$ cat src/hw/rtl/ilir_pkg.sv
// ----------------------------------------------------------------------------
// ilir_pkg: shared types and codes of the indexed list
// Operation, position mode and status codes, field widths, sequencer states.
// ----------------------------------------------------------------------------
package ilir_pkg;

	localparam int DEF_LIST_CAPACITY = 64;

	localparam int VALUE_W = 32;
	localparam int POS_W   = 7;
	localparam int LEN_W   = 7;
	localparam int OP_W    = 2;
	localparam int MODE_W  = 2;
	localparam int STAT_W  = 2;

	localparam logic [OP_W-1:0] OP_INSERT = 2'd0;
	localparam logic [OP_W-1:0] OP_REMOVE = 2'd1;
	localparam logic [OP_W-1:0] OP_READ   = 2'd2;

	localparam logic [MODE_W-1:0] MODE_INDEX = 2'd0;
	localparam logic [MODE_W-1:0] MODE_FIRST = 2'd1;
	localparam logic [MODE_W-1:0] MODE_LAST  = 2'd2;

	localparam logic [STAT_W-1:0] STAT_OK    = 2'd0;
	localparam logic [STAT_W-1:0] STAT_RANGE = 2'd1;
	localparam logic [STAT_W-1:0] STAT_EMPTY = 2'd2;
	localparam logic [STAT_W-1:0] STAT_FULL  = 2'd3;

	typedef enum logic [2:0] {
		S_IDLE,
		S_CHECK,
		S_FETCH,
		S_MOVE,
		S_RESP
	} state_t;

endpackage

$ cat src/hw/rtl/indexed_list_insert_remove.sv
// ----------------------------------------------------------------------------
// indexed_list_insert_remove: ordered list of signed words with indexed access
// Inserts, removes or reads one element per item; shifts the store in place.
// ----------------------------------------------------------------------------
// Usage
//   Input: drive operation, position_mode, position and item_value with start
//   high; the item is taken at a rising edge where start is high and busy is
//   low. busy stays high until the result has been shown.
//   Output: done is high for exactly one cycle with read_value, list_length
//   and status valid in that cycle. The receiver cannot stall the block.
// Timing
//   Every item goes through a check state that resolves the index and the
//   status. A read then fetches its element through the memory port; errors
//   and unknown operations go straight to the result.
//   Insert and remove move the later elements one per cycle through the
//   single memory port pair (one read, one write a cycle, registered read
//   data); insert then writes the new value at its index.
//   One item is in flight at a time; the next is taken the cycle after done.
// Reset
//   arst_n clears the length and the sequencer. The element memory is not
//   cleared: only entries below the length are ever read.
// ----------------------------------------------------------------------------
module indexed_list_insert_remove
	import ilir_pkg::*;
#(
	parameter int LIST_CAPACITY = DEF_LIST_CAPACITY
) (
	input  logic                      clk,
	input  logic                      arst_n,
	input  logic                      start,
	output logic                      busy,
	input  logic [OP_W-1:0]           operation,
	input  logic [MODE_W-1:0]         position_mode,
	input  logic [POS_W-1:0]          position,
	input  logic signed [VALUE_W-1:0] item_value,
	output logic                      done,
	output logic signed [VALUE_W-1:0] read_value,
	output logic [LEN_W-1:0]          list_length,
	output logic [STAT_W-1:0]         status
);

	// count needs to hold the capacity itself; index addresses the store
	localparam int CW   = $clog2(LIST_CAPACITY + 1);
	localparam int IW   = $clog2(LIST_CAPACITY);
	localparam int CMPW = ((CW > POS_W) ? CW : POS_W) + 1;

	state_t state_q, state_d;

	// latched item
	logic [OP_W-1:0]    op_q;
	logic [MODE_W-1:0]  mode_q;
	logic [POS_W-1:0]   pos_q;
	logic [VALUE_W-1:0] val_q;

	logic [CW-1:0]      count_q;
	logic [IW-1:0]      idx_q;
	logic [IW-1:0]      src_q;
	logic [CW-1:0]      left_q;
	logic [VALUE_W-1:0] rd_q;
	logic [STAT_W-1:0]  st_q;

	// shift pipeline: read issued last cycle, write it now
	logic               pend_s1;
	logic [IW-1:0]      dst_s1;
	logic [VALUE_W-1:0] rdata_s1;

	// element memory
	logic [VALUE_W-1:0] mem [LIST_CAPACITY];
	logic               mem_we;
	logic [IW-1:0]      mem_waddr;
	logic [VALUE_W-1:0] mem_wdata;
	logic               mem_re;
	logic [IW-1:0]      mem_raddr;

	// check-stage decode
	logic [CMPW-1:0]    cnt_ext;
	logic [CMPW-1:0]    pos_ext;
	logic [CMPW-1:0]    last_ext;
	logic [CMPW-1:0]    idx_ext;
	logic [CMPW-1:0]    left_ext;
	logic               is_ins;
	logic               is_rem;
	logic               is_known;
	logic               is_full;
	logic               is_empty;
	logic               pos_ok;
	logic [STAT_W-1:0]  chk_status;
	logic [IW-1:0]      chk_idx;
	logic               move_done;

	assign cnt_ext  = CMPW'(count_q);
	assign pos_ext  = CMPW'(pos_q);
	assign is_ins   = (op_q == OP_INSERT);
	assign is_rem   = (op_q == OP_REMOVE);
	assign is_known = is_ins || is_rem || (op_q == OP_READ);
	assign is_full  = (count_q == CW'(LIST_CAPACITY));
	assign is_empty = (count_q == '0);

	// the insert limit is the length (append); remove and read stop one short
	assign last_ext = is_ins ? cnt_ext : (cnt_ext - CMPW'(1));

	always_comb begin
		pos_ok  = 1'b0;
		idx_ext = '0;
		case (mode_q)
			MODE_INDEX: begin
				pos_ok  = (pos_ext <= last_ext);
				idx_ext = pos_ext;
			end
			MODE_FIRST: begin
				pos_ok  = 1'b1;
				idx_ext = '0;
			end
			MODE_LAST: begin
				pos_ok  = 1'b1;
				idx_ext = last_ext;
			end
			default: begin
				pos_ok  = 1'b0;
				idx_ext = '0;
			end
		endcase
	end

	assign chk_idx = idx_ext[IW-1:0];

	always_comb begin
		chk_status = STAT_OK;
		if (is_ins) begin
			if (is_full)
				chk_status = STAT_FULL;
			else if (!pos_ok)
				chk_status = STAT_RANGE;
		end else if (is_known) begin
			if (is_empty)
				chk_status = STAT_EMPTY;
			else if (!pos_ok)
				chk_status = STAT_RANGE;
		end
	end

	// elements to move: insert shifts [idx, count) up, remove shifts (idx, count) down
	assign left_ext  = is_ins ? (cnt_ext - idx_ext) : (cnt_ext - CMPW'(1) - idx_ext);
	assign move_done = (left_q == '0) && !pend_s1;

	// next state
	always_comb begin
		state_d = state_q;
		case (state_q)
			S_IDLE: begin
				if (start)
					state_d = S_CHECK;
			end
			S_CHECK: begin
				if (!is_known || (chk_status != STAT_OK))
					state_d = S_RESP;
				else if (op_q == OP_READ)
					state_d = S_FETCH;
				else
					state_d = S_MOVE;
			end
			S_FETCH: begin
				state_d = S_RESP;
			end
			S_MOVE: begin
				if (move_done)
					state_d = S_RESP;
			end
			S_RESP: begin
				state_d = S_IDLE;
			end
			default: begin
				state_d = S_IDLE;
			end
		endcase
	end

	// memory port control
	always_comb begin
		mem_we    = 1'b0;
		mem_waddr = dst_s1;
		mem_wdata = rdata_s1;
		mem_re    = 1'b0;
		mem_raddr = src_q;
		case (state_q)
			S_CHECK: begin
				// fetch the element for a read that passed its checks
				if (is_known && (chk_status == STAT_OK) && (op_q == OP_READ)) begin
					mem_re    = 1'b1;
					mem_raddr = chk_idx;
				end
			end
			S_MOVE: begin
				if (pend_s1)
					mem_we = 1'b1;
				if (left_q != '0)
					mem_re = 1'b1;
				if (move_done && is_ins) begin
					mem_we    = 1'b1;
					mem_waddr = idx_q;
					mem_wdata = val_q;
				end
			end
			default: begin
				mem_we = 1'b0;
				mem_re = 1'b0;
			end
		endcase
	end

	always_ff @(posedge clk) begin
		if (mem_we)
			mem[mem_waddr] <= mem_wdata;
		if (mem_re)
			rdata_s1 <= mem[mem_raddr];
	end

	// control state
	always_ff @(posedge clk or negedge arst_n) begin
		if (!arst_n) begin
			state_q <= S_IDLE;
			count_q <= '0;
			pend_s1 <= 1'b0;
		end else begin
			state_q <= state_d;
			pend_s1 <= (state_q == S_MOVE) && (left_q != '0);
			if ((state_q == S_MOVE) && move_done) begin
				if (is_ins)
					count_q <= count_q + CW'(1);
				else
					count_q <= count_q - CW'(1);
			end
		end
	end

	// datapath registers
	always_ff @(posedge clk) begin
		if ((state_q == S_IDLE) && start) begin
			op_q   <= operation;
			mode_q <= position_mode;
			pos_q  <= position;
			val_q  <= item_value;
		end
		case (state_q)
			S_CHECK: begin
				idx_q  <= chk_idx;
				st_q   <= chk_status;
				rd_q   <= '0;
				left_q <= left_ext[CW-1:0];
				// start at the top for insert, just past the index for remove
				if (is_ins)
					src_q <= IW'(cnt_ext - CMPW'(1));
				else
					src_q <= IW'(idx_ext + CMPW'(1));
			end
			S_FETCH: begin
				rd_q <= rdata_s1;
			end
			S_MOVE: begin
				if (left_q != '0) begin
					left_q <= left_q - CW'(1);
					if (is_ins) begin
						src_q  <= src_q - IW'(1);
						dst_s1 <= src_q + IW'(1);
					end else begin
						src_q  <= src_q + IW'(1);
						dst_s1 <= src_q - IW'(1);
					end
				end
			end
			default: begin
			end
		endcase
	end

	assign busy        = (state_q != S_IDLE);
	assign done        = (state_q == S_RESP);
	assign read_value  = rd_q;
	assign status      = st_q;
	assign list_length = cnt_ext[LEN_W-1:0];

endmodule

$ cat config.mk
export PLATFORM = sky130hd
export DESIGN_NAME = indexed_list_insert_remove
export DESIGN_NICKNAME = d
export VERILOG_FILES = /design/src/hw/rtl/ilir_pkg.sv /design/src/hw/rtl/indexed_list_insert_remove.sv
export SDC_FILE = /design/constraint.sdc
export NUM_CORES = 2
export LEC_CHECK = 0
export BUFFER_PORTS_ARGS = -buffer_cell sky130_fd_sc_hd__buf_2
export CAP_MARGIN = 40
export CELL_PAD_IN_SITES_DETAIL_PLACEMENT = 0
export CELL_PAD_IN_SITES_GLOBAL_PLACEMENT = 1
export CORE_UTILIZATION = 35
export CTS_BUF_LIST = sky130_fd_sc_hd__clkbuf_4 sky130_fd_sc_hd__clkbuf_8 sky130_fd_sc_hd__clkbuf_16
export DETAILED_ROUTE_END_ITERATION = 10
export PLACE_DENSITY = 0.57
export SYNTH_ARGS = -nofsm -noshare
export SYNTH_HDL_FRONTEND = slang
export SYNTH_SLANG_ARGS = --single-unit
$ cat constraint.sdc
create_clock -name clk -period 4.3 [get_ports clk]
set_input_delay 0 -clock clk [delete_from_list [all_inputs] [get_ports clk]]
set_output_delay 0 -clock clk [all_outputs]
set_load 0.01 [all_outputs]
==> Yosys cells after proc, flatten, opt, wreduce, memory -nomap -nowiden <==
Memories as Yosys holds them, arrays and structs flattened. A register that Yosys moved wholly into a read port is not among the register bits.
Index checks and enable logic that the tools add are counted.
{ "op_classes": {"add_sub_neg": 9, "n_lt_le_gt_ge": 1, "eq_ne": 12, "n_mux": 37, "n_reduce_logical": 27} }
{ "ops": {"columns": ["op", "count"], "rows": [
  ["$mux W32", 2],
  ["$pmux W32 S2", 1],
  ["$mux W6", 8],
  ["$pmux W7 S2", 2],
  ["$mux W7", 3],
  ["$logic_not A7 Y1", 2],
  ["$sub A7 B1 Y7 const B", 2],
  ["$sub A7 B7 Y7", 2],
  ["$add A6 B1 Y6 const B", 2],
  ["$pmux W3 S4", 1],
  ["$pmux W6 S2", 1],
  ["$mux W1", 9],
  ["$mux W3", 3],
  ["$le A7 B8 Y1", 1],
  ["$mux W2", 4],
  ["$mux W8", 1],
  ["$sub A7 B1 Y8 const B", 1],
  ["$add A7 B1 Y7 const B", 1],
  ["$eq A7 B7 Y1 const B", 1],
  ["$logic_and A1 B1 Y1", 7],
  ["$reduce_bool A7 Y1", 1],
  ["$eq A3 B2 Y1 const B", 2],
  ["$logic_not A2 Y1", 3],
  ["$ne A2 B2 Y1 const B", 3],
  ["13 further kinds", 23]
]} }
{ "totals": {"reg_bits": 113, "ramBits": 2048, "input_bits": 46, "output_inout_bits": 43, "word_cells": 100, "memories": 1} }
{ "memory_table": {"columns": ["name", "words", "width", "read_ports", "rd_ports_with_merged_regs", "write_ports", "line", "text"], "rows": [
  ["mem", 64, 32, 1, 1, 1, "indexed_list_insert_remove.sv:68", "logic [VALUE_W-1:0] mem [LIST_CAPACITY];"]
]} }

==> Logic depth before layout (Yosys ltp) <==
{ "depth": {"depth_word": 13, "ltp_mapped": 21, "ltp_nobuf": 15} }

==> Worst setup path after synthesis <==
Ideal clock, no wire load.
{ "synth_timing": {"kind": "register to register", "from": "register count_q[0], in the netlist list_length[0]", "to": "register rdata_s1[13] (read register of mem), data pin", "setup_ns": 0.272, "arrival_ns": 4.352, "required_time_ns": 4.028, "slack_ns": -0.323, "stages_incl_launch_ff": 20, "n_path_buf": 4, "period_less_slack_ns": 4.623, "path_cell_list": "dfrtp_1 > clkbuf_1 > inv_1 > ha_1 > o21ai_0 > nor2_1 > xnor2_1 > ha_1 > and3_1 > a221oi_1 > a211oi_1 > or3_1 > clkbuf_1 > nand2_1 > buf_2 > buf_2 > mux2i_1 > a222oi_1 > a21bo_2 > or4_1"} }
{ "synth_between": {"elab_chain_len": 13, "elab_cells_between_ends": 19, "classes_between": "1 x add/sub; 1 x order compare; 1 x eq/ne; 12 x mux; 4 x reduce/logical"} }
{ "synth_rtl": {"columns": ["element", "line", "text"], "rows": [
  ["start, declared", "indexed_list_insert_remove.sv:55", "logic [CW-1:0] count_q;"],
  ["start signal, assigned", "indexed_list_insert_remove.sv:229", "count_q <= count_q + CW'(1);"],
  ["start signal, assigned", "indexed_list_insert_remove.sv:231", "count_q <= count_q - CW'(1);"],
  ["$sub A7 B1 Y8", null, null],
  ["$mux W8", "indexed_list_insert_remove.sv:100", "assign last_ext = is_ins ? cnt_ext : (cnt_ext - CMPW'(1));"],
  ["$le A7 B8 Y1", "indexed_list_insert_remove.sv:107", "pos_ok = (pos_ext <= last_ext);"],
  ["$pmux W1 S2", "indexed_list_insert_remove.sv:105", "case (mode_q)"],
  ["$mux W1", "indexed_list_insert_remove.sv:132, indexed_list_insert_remove.sv:137", null],
  ["$mux W2", "indexed_list_insert_remove.sv:135", "if (is_empty)"],
  ["$mux W2", "indexed_list_insert_remove.sv:134", "end else if (is_known) begin"],
  ["$mux W2", "indexed_list_insert_remove.sv:129", "if (is_ins) begin"],
  ["$logic_not A2 Y1", "indexed_list_insert_remove.sv:188", "if (is_known && (chk_status == STAT_OK) && (op_q == OP_READ)) begin"],
  ["$logic_and A1 B1 Y1 (2 in series)", "indexed_list_insert_remove.sv:188", null],
  ["$mux W1 or $mux W6 (tied branches)", "indexed_list_insert_remove.sv:188", null],
  ["$pmux W1 S2 or $mux W6 (tied branches)", "indexed_list_insert_remove.sv:185", "case (state_q)"],
  ["end, declared", "indexed_list_insert_remove.sv:65", "logic [VALUE_W-1:0] rdata_s1;"]
]} }
Parallel ways exist; a longest one is shown, timed or not.
A chain may end at the register's enable or synchronous reset.

==> Worst setup path in the final report <==
{ "layout_timing": {"from": "register count_q[2], in the netlist list_length[2]", "to": "register rdata_s1[15] (read register of mem), data pin"} }
The elaborated chain is that of the path after synthesis.

==> results.ini <==
[routing]
drc_errors=0
drtAntennaViolNets=0
routed_wl_um=295000
wl_per_cell_um=27.6
drtIter0Drc=6524
firstDrtPassIters=6
vias=60400
via_per_inst=5.65

[clock_tree]
clk-insertion-delay-late_ps=890
clkTransAtPathRegs_ps=60
h-tree-depth=4
clk_path_buf_depth=3
cts.sinks=2193
root_buffer=clkbuf_16
cts_tree=done
cts_inserted_buffers=228

[floorplanning]
die-height_um=506
die_w_um=506
row_count=184
ios=89
design.core.area_mm2=0.252
die_area_mm2=0.256
initial_utilization_pct=35.3

[timing]
tightest_slew_ps=871
finalHoldViolCount=0
timing.hold.ws_ps=245
setup_violations=32
rsz0062_at_grt=true
finalMaxSlewViolations=0
fin_ws_ps=-514
period_share_pct=112
finClkSkew_ps=48.6
fmax_mhz=208
layout_min_cycle_time_ps=4810
maxSlewHeadroom_pct=41.9

[run_status]
status=complete, but fails checks
violations=setup timing

[critical_path]
setup.worst_path.start=list_length[2]$_DFFE_PN0P_
crit_type=reg -> reg
slowest_stage=or4_4
rrSetupSlack_ps=-510
timing.rr.end=rdata_s1[15]$_DFFE_PP_
path_max_fanout=8
end_kind=flop
r2r_cells=18
crit_end=rdata_s1[15]$_DFFE_PP_
path_cells=or4_4, nor2_4, xnor2_2, ha_4, and3_4, a221oi_4, a211oi_4, buf_6, or3_4, buf_12, nand2_8, buf_12, buf_16, buf_8, mux2i_1, a222oi_1, a21bo_2, or4_1
worstPathArrival_ps=5440
critPathLaunchType=flop
rr_startpoint=list_length[2]$_DFFE_PN0P_
worstPathRequired_ps=4930
crit_top_cell=buf_12
cpPeakStageDelay_ps=560

[power]
ir_worst_vdd_v=0.000461
switching_share_pct=30.2
p_sw_mw=18.0
p_comb_share_pct=27.6
p_per_area_mw_per_mm2=531
pwr-share-seq_pct=40.5
power_mw=59.7
power.leakage_nw=37.6
p_int_mw=41.6
clkPwrFrac_pct=31.9

[yosys]
synth_area_mm2=0.0889
seq_area_frac_synth_pct=74.0
synth_compound_gate_area_share_pct=10.7
synth_xor_area_share_pct=0.394
synthArstFlopShare_pct=0.502
synth_cells=6402
synth_cell_types=69
yosysWarningCount=0
yosys.area_share.simple_pct=9.65
synthAdderAreaFrac_pct=0.436
ys.flop_type=edfxtp_1
synth_top_family_by_area=compound AO/OA/AOI/OAI gates
synth-edff-count=2182
synth_fp_nets=6477
avgSynthCellArea_um2=13.9
ys_ff_latch=2193
synthMuxAreaShare_pct=2.13

[grt]
grt_max_degree=102
grt_pass1_wl_um=416000
grt_antenna_before_repair=34
grt_usage_pct=22.0
grt_pass1_vias=58300
overflow=0

[finish]
drive_gt1_share_pct=23.3
syn_to_final_growth_pct=26.4
instances_no_fill=10700
final_nets=7218

[placement]
dp_hpwl_um=170000
dp_slack_ps=-963
numPlacedInstances=10000
io_buffers=88
finalWeightedCongestion=0.843

[job]
maxCapViolations=0

[hold_path]
hold_path_class=in -> async

stage by stage:
| step | instance area (um^2) | utilization, % | TNS, ps |
|---|---|---|---|
| 2_1_floorplan | 89600 | - | -19310 |
| 3_3_place_gp | 100000 | 39.7 | -22780 |
| 3_5_place_dp | 100000 | 39.8 | -20970 |
| 4_1_cts | 110000 | 43.7 | -12740 |
| 5_1_grt | 112000 | 44.6 | -19070 |
| 6_report | 112000 | 44.6 | -14210 |
layer usage:
metal  part of all wire, %  track usage (%)
met5                 0.024                0
met4                   2.3             5.68
met3                   7.4             4.41
met2                    47             34.9
met1                    44             30.8
Yosys cell counts, types with 45 or more instances:
master    count  area share (%)
edfxtp_1   2182              74
nand3_1     967             5.4
o21ai_0     793             4.5
a21oi_1     531             3.0
clkbuf_1    347             1.5
nand2_1     274             1.2
mux2i_1     148             1.7
nor4_1      129            0.91
buf_2       112            0.63
nor2_1      101            0.43
buf_1        78            0.33
nand4_1      69            0.49
o22ai_1      65            0.46
a311oi_1     64            0.63
and3_1       50            0.35
a31oi_1      45            0.32
sequential cells by signal, indices dropped and copies added, names as in the netlist:
name and flops:
pos_q 7, mem 2048, op_q 2, left_q 7, status 2, state_q 3, src_q 6, idx_q 6
rdata_s1 32, list_length 7, read_value 32, mode_q 2, dst_s1 6, val_q 32, pend_s1 1
cells by family after synthesis:
kind of cell             Yosys count
AO/OA/AOI/OAI                   1674
buffers and inverters            580
multiplexers                     184
AND/OR/NAND/NOR                 1701
flip-flops                      2193
adder cells (fa/ha/maj)           30
XOR/XNOR                          40
critical path, delay by kind of cell (launching register included):
kind | cells | cell delay (ps)
multiplexers | 1 | 230
flip-flops | 1 | 420
adder cells (fa/ha/maj) | 1 | 230
buffers and inverters | 5 | 770
AND/OR/NAND/NOR | 6 | 1900
XOR/XNOR | 1 | 140
AO/OA/AOI/OAI | 4 | 830
cell usage in the layout (no fill, tap or decap), types with 20 or more instances in the layout:
master / Yosys / routed
edfxtp_1: 2182 / 2182
nand3_1: 967 / 929
o21ai_0: 793 / 775
buf_4: 1 / 546
a21oi_1: 531 / 512
nand2_1: 274 / 269
clkbuf_16: 0 / 253
buf_12: 0 / 218
mux2i_1: 148 / 140
buf_2: 112 / 90
dlygate4sd3_1: 0 / 89
nor2_4: 0 / 70
nand4_1: 69 / 69
clkinv_1: 0 / 69
nor4_2: 1 / 66
a311oi_1: 64 / 60
clkbuf_4: 0 / 57
nor4_1: 129 / 55
and3_1: 50 / 47
buf_6: 12 / 45
a31oi_1: 45 / 41
a222oi_1: 40 / 40
nand3_2: 0 / 37
buf_16: 0 / 36
o22ai_1: 65 / 35
and2_1: 34 / 34
mux2_2: 35 / 34
clkinv_2: 0 / 33
nor2_1: 101 / 30
inv_1: 26 / 25
xnor2_1: 28 / 25
o22ai_2: 0 / 25
ha_1: 27 / 24
a21bo_2: 21 / 23
or4_1: 26 / 20
a32o_1: 24 / 20
worst min-delay path by stage:
stage	cells past startpoint	slack, ps	end
floorplan	0	-300	list_length[0]$_DFFE_PN0P_
global placement	1	-100	list_length[6]$_DFFE_PN0P_
detailed placement	1	-90	list_length[6]$_DFFE_PN0P_
CTS	3	190	state_q[1]$_DFFE_PN0P_
global route	3	270	state_q[2]$_DFFE_PN0P_
finish	3	240	state_q[1]$_DFFE_PN0P_
timing repair:
item	in CTS	in global routing
setup endpoints to repair	32	34
buffers inserted	37	74
pin swaps	55	85
endpoints found under the hold margin	97	0
cloned	19	25
gates resized for setup	182	184
hold buffers	89	0
power by group through the flow:
stage / logic [mW] / clock network, mW / registers, mW
4_1_cts: 15.0 / 19.4 / 24.1
5_1_grt: 17.5 / 20.1 / 24.2
3_3_place_gp: 13.8 / 0 / 24.6
3_5_place_dp: 13.8 / 0 / 24.6
6_report: 16.5 / 19.0 / 24.1
2_1_floorplan: 6.91 / 0 / 24.5
layout make-up:
type	instances	area, um^2
Antenna cell	7	17.5
Clock buffer	288	6200
Clock inverter	126	936
Fill cell	22400	139000
Inverter	30	113
Multi-Input combinational cell	3629	22900
Sequential cell	2193	65800
Tap cell	3348	4190
Timing Repair Buffer	1061	12200
No activity file was read; power rests on OpenSTA's default activity.
